==> src/qph_pkg.sv <==
// ----------------------------------------------------------------------------
// qph_pkg
// Shared widths, operation and status codes, and types for the quadratic
// probing key table.
// ----------------------------------------------------------------------------
package qph_pkg;

   localparam int KEY_W    = 31;
   localparam int SIZE_W   = 9;
   localparam int STATUS_W = 3;
   localparam int SLOT_W   = 8;
   localparam int CNT_W    = $clog2(KEY_W);

   localparam logic CMD_INSERT = 1'b0;
   localparam logic CMD_REMOVE = 1'b1;

   localparam logic [STATUS_W-1:0] ST_HOME      = 3'd0;
   localparam logic [STATUS_W-1:0] ST_COLLIDE   = 3'd1;
   localparam logic [STATUS_W-1:0] ST_FULL      = 3'd2;
   localparam logic [STATUS_W-1:0] ST_REMOVED   = 3'd3;
   localparam logic [STATUS_W-1:0] ST_NOT_FOUND = 3'd4;

   localparam logic [SIZE_W-1:0] SIZE_RESET = 9'd251;
   localparam logic [SIZE_W-1:0] SIZE_MIN   = 9'd2;

   typedef struct packed {
      logic              done;
      logic [SIZE_W-1:0] rem;
   } rem_sts_type;

endpackage

==> src/qph_rem.sv <==
// ----------------------------------------------------------------------------
// qph_rem
// Iterative restoring remainder: key mod table size, one key bit per cycle.
// ----------------------------------------------------------------------------
module qph_rem (
   input  logic                       clock,
   input  logic                       reset,
   input  logic                       start,
   input  logic [qph_pkg::KEY_W-1:0]  dividend,
   input  logic [qph_pkg::SIZE_W-1:0] divisor,
   output qph_pkg::rem_sts_type       sts
);

   logic                       busy_ff,  busy_in;
   logic                       done_ff,  done_in;
   logic [qph_pkg::CNT_W-1:0]  cnt_ff,   cnt_in;
   logic [qph_pkg::SIZE_W-1:0] acc_ff,   acc_in;
   logic [qph_pkg::KEY_W-1:0]  dvd_ff,   dvd_in;
   logic [qph_pkg::SIZE_W-1:0] dvs_ff,   dvs_in;
   logic [qph_pkg::SIZE_W:0]   trial;

   always_comb begin
      busy_in = busy_ff;
      done_in = 1'b0;
      cnt_in  = cnt_ff;
      acc_in  = acc_ff;
      dvd_in  = dvd_ff;
      dvs_in  = dvs_ff;
      trial   = {acc_ff, dvd_ff[qph_pkg::KEY_W-1]};
      if (start) begin
         busy_in = 1'b1;
         cnt_in  = qph_pkg::CNT_W'(qph_pkg::KEY_W - 1);
         acc_in  = '0;
         dvd_in  = dividend;
         dvs_in  = divisor;
      end else if (busy_ff) begin
         if (trial >= {1'b0, dvs_ff}) begin
            trial = trial - {1'b0, dvs_ff};
         end
         acc_in = trial[qph_pkg::SIZE_W-1:0];
         dvd_in = {dvd_ff[qph_pkg::KEY_W-2:0], 1'b0};
         cnt_in = cnt_ff - 1'b1;
         if (cnt_ff == '0) begin
            busy_in = 1'b0;
            done_in = 1'b1;
         end
      end
   end

   always_ff @(posedge clock) begin
      if (reset) begin
         busy_ff <= 1'b0;
         done_ff <= 1'b0;
      end else begin
         busy_ff <= busy_in;
         done_ff <= done_in;
      end
      cnt_ff <= cnt_in;
      acc_ff <= acc_in;
      dvd_ff <= dvd_in;
      dvs_ff <= dvs_in;
   end

   assign sts.done = done_ff;
   assign sts.rem  = acc_ff;

endmodule

==> config.mk <==
export PLATFORM = sky130hd
export DESIGN_NAME = qph_rem
export DESIGN_NICKNAME = d
export VERILOG_FILES = /design/src/qph_pkg.sv /design/src/qph_rem.sv
export SDC_FILE = /design/constraint.sdc
export NUM_CORES = 1
export LEC_CHECK = 0
export BUFFER_PORTS_ARGS = -buffer_cell sky130_fd_sc_hd__buf_4
export CAP_MARGIN = 30
export CORE_MARGIN = 4
export CORE_UTILIZATION = 52
export DETAILED_ROUTE_END_ITERATION = 10
export PLACE_DENSITY = 0.85
export SLEW_MARGIN = 40
export SYNTH_ARGS = -nofsm -noshare
export SYNTH_HDL_FRONTEND = slang
export SYNTH_SLANG_ARGS = --single-unit
==> constraint.sdc <==
create_clock -name clock -period 3.1 [get_ports clock]
set_input_delay 0.155 -clock clock [delete_from_list [all_inputs] [get_ports clock]]
set_output_delay 0.155 -clock clock [all_outputs]
set_load 0.005 [all_outputs]
==> flow_summary_export.csv <==
group,metric,value,unit
floorplan,die_w,81.07,um
logic_synthesis,synth_cell_types,42,
detailed_routing,ant_nets,0,
detailed_routing,avgViaCountPerCell,5.336,
hold_path,min_to,"done_ff$_SDFF_PP0_",
clock_network,cts_root_buf,"clkbuf_8",
setup_path,critPathSlowestCell,"fa_1",
floorplan,die_y,81.07,um
global_route,grt_max_degree,33,
clock_network,cts_setup_buffers,0,
sta,slew_headroom,51.04,%
sta,setup_tns,0,ns
setup_path,critPathArrivalTime,2.70,ns
clock_network,cts_sinks,56,
pwr,power_density,498.5,nW/um2
setup_path,crit_path_end_kind,"flop",
setup_path,slowest_delay,0.42,ns
floorplan,io_pins,53,
global_route,track_usage,17.07,%
logic_synthesis,yosysTopAreaCellShare,43.26,%
clock_network,h-tree-depth,2,
setup_path,timing.rr.start,"dvd_ff[30]$_DFFE_PP_",
pwr,power.total,0.001662,W
logic_synthesis,synth-edff-count,40,
hold_path,min_from,"reset",
detailed_routing,vias,1825,
placed_design,portBuffers,52,
clock_network,cts_buffer_depth,2,
clock_network,cts.reportedPaths.clkPinSlew,0.09,ns
logic_synthesis,syn_area,2776,um2
status,outcome,"finished, final reports clean",
setup_path,crit_family,"compound AO/OA/AOI/OAI gates",
logic_synthesis,yosysWarnings,0,
logic_synthesis,synth_area_leaders,"edfxtp_1 (43%), mux2_2 (13%), dfxtp_1 (12%)",
sta,hold_viol_final,0,
logic_synthesis,async_reset_ff_share,0,%
setup_path,reg2regPathDepth,9,
global_route,grt_overflow,0,
final_layout,nets,326,
logic_synthesis,synthesis.nets,272,
setup_path,path_class,"flop to flop",
placed_design,place_congestion,0.8081,
logic_synthesis,synth-main-ff-cell,"edfxtp_1",
setup_path,worstPathRequired,3.31,ns
sta,fmax,402.2,MHz
final_layout,layout-drive-gt1-share,35.29,%
final_layout,diodes,0,
logic_synthesis,synthTopCellsByCount,"edfxtp_1 (40), mux2_2 (31), dfxtp_1 (16)",
detailed_routing,post-route-drc-count,0,
floorplan,coreArea,5140,um2
sta,period_share,80.20,%
pwr,ir_drop,0.0004008,V
clock_network,postCtsHoldBufs,0,
sta,slew_violations,0,
detailed_routing,dr.first_iter.drc_count,138,
setup_path,startpoint_type,"flop",
logic_synthesis,ys_ff_latch,56,
global_route,grt_pass1_wl,8645,um
sta,fin_crit,2.486,ns
floorplan,initial_core_util,54.02,%
clock_network,cts_resized,0,
setup_path,rr_endpoint,"acc_ff[7]$_SDFFE_PP0P_",
logic_synthesis,seq_area_frac_synth,54.80,%
detailed_routing,post_drt_wl_per_cell,14.60,um
floorplan,num_rows,26,
pwr,power.leakage,1.344,nW
setup_path,critPathMaxFanout,5,
logic_synthesis,postSynthAreaPerCell,12.79,um2
final_layout,area_delta_synth_final,20.10,%
detailed_routing,wirelength,4994,um
clock_network,clk_latency,0.31,ns
clock_network,cts_buffers,5,
global_route,antenna_found_initial,0,
hold_path,hold_path_depth,2,
placed_design,dp_hpwl,3634,um
setup_path,r2r_slack,0.61,ns
logic_synthesis,netlist_instances,217,
sta,rsz0062_at_grt,"false",
sta,fin_skew,0.004064,ns
clock_network,cts_tree,"done",
sta,setup_viol,0,
setup_path,crit_chain,"inv_1 > ha_1 > inv_1 > fa_1 > a211oi_2 > o31a_1 > o211a_1 > nand2_1 > a311oi_1",
global_route,grt_pass1_vias,1844,
sta,worstMarginPinSlew,0.7344,ns
logic_synthesis,yosysTopAreaCell,"edfxtp_1",
setup_path,crit_buf_inv,2,
logic_synthesis,synth_most_common_cell,"edfxtp_1",
detailed_routing,first_pass_iters,4,
run,maxCapViolCount,0,
hold_path,hold_path_class,"input port to flop",
floorplan,dieArea,6572,um2
setup_path,cp_common_cell,"inv_1",
-- metal layers --
metal,GRT usage [%],up-vias,routed length (um),share of wire [%]
li1,-,909,-,-
met1,22.93,860,2225,45
met2,26.44,50,2389,48
met3,4.989,6,313,6.3
met4,5.912,0,67,1.3
met5,0,-,0,0
-- power breakdown --
part	internal, W	switching (W)	total, W
registers	0.000882	0.0000324	0.000914
clock network	0.000157	0.000232	0.000390
logic	0.000184	0.000174	0.000358
total	0.00122	0.000439	0.00166
-- flip-flops by register name (all words and copies together), names as in the netlist --
register,flops
acc_ff,9
dvd_ff,31
busy_ff,1
done_ff,1
dvs_ff,9
cnt_ff,5
-- cell usage in the layout (no fill, tap or decap), types with 2 or more instances in the layout --
cell type / instances
mux2_2: 31
xor2_1: 4
nand3b_1: 2
xnor2_1: 4
nand3_1: 4
dfxtp_1: 16
buf_4: 54
a21oi_1: 6
nor2_1: 15
a211oi_1: 4
mux2i_1: 7
nand2b_1: 8
clkbuf_8: 5
nor3_1: 2
dlygate4sd3_1: 2
o21ai_0: 3
a311oi_1: 4
nor3b_1: 2
and2_1: 2
inv_1: 13
ha_1: 11
a211oi_2: 2
o31ai_1: 2
nand2_1: 8
o211ai_1: 3
edfxtp_1: 40
-- logic make-up (layout without fill, tap and decap cells) --
group / after synthesis / count (layout) / synth area share [%]
flops: 56 / 56 / 54.80
simple gates: 50 / 50 / 10.00
xor+xnor: 8 / 8 / 2.523
buf+inv: 22 / 77 / 3.155
fa+ha+maj: 12 / 12 / 5.678
compound gates: 31 / 31 / 8.742
mux: 38 / 38 / 15.10
-- area by class of cell --
class | instances | area, um2
multi-input cells | 139 | 1167
repair buffers | 56 | 425.4
well taps | 70 | 87.58
fillers | 416 | 1805
inverters | 13 | 48.80
clock inverters | 2 | 11.26
flip-flops and latches | 56 | 1521
clock buffers | 6 | 72.57
-- how the worst max path moves through the flow --
stage,start,end,slack [ns],cells after the start
floorplan,dvd_ff[30]$_DFFE_PP_,acc_ff[5]$_SDFFE_PP0P_,0.92,9
detailed placement,dvd_ff[30]$_DFFE_PP_,acc_ff[7]$_SDFFE_PP0P_,0.62,9
finish,dvd_ff[30]$_DFFE_PP_,acc_ff[7]$_SDFFE_PP0P_,0.61,9
CTS,dvd_ff[30]$_DFFE_PP_,acc_ff[7]$_SDFFE_PP0P_,0.59,9
global route,dvd_ff[30]$_DFFE_PP_,acc_ff[7]$_SDFFE_PP0P_,0.43,9
global placement,dvd_ff[30]$_DFFE_PP_,acc_ff[8]$_SDFFE_PP0P_,0.80,9
-- through the flow --
stage | std cells | setup WS, ns | utilization, % | hold slack (ns) | cell area (um2)
after floorplan | 217 | 0.9211 | - | 0.2311 | 2776
after global placement | 332 | 0.8043 | 62.85 | 0.3337 | 3231
after detailed placement | 332 | 0.6197 | 62.85 | 0.3345 | 3231
after CTS | 340 | 0.5934 | 64.48 | 0.005736 | 3314
after global routing | 342 | 0.4313 | 64.87 | 0.0003195 | 3334
final | 342 | 0.6137 | 64.87 | 0.01657 | 3334
-- worst register-to-register path: stages (launching register included) --
cell and delay, ns:
edfxtp_1 0.40, inv_1 0.07, ha_1 0.18, inv_1 0.06, fa_1 0.42, a211oi_2 0.32
o31a_1 0.32, o211a_1 0.26, nand2_1 0.08, a311oi_1 0.29
(Power assumes the default switching activity.)
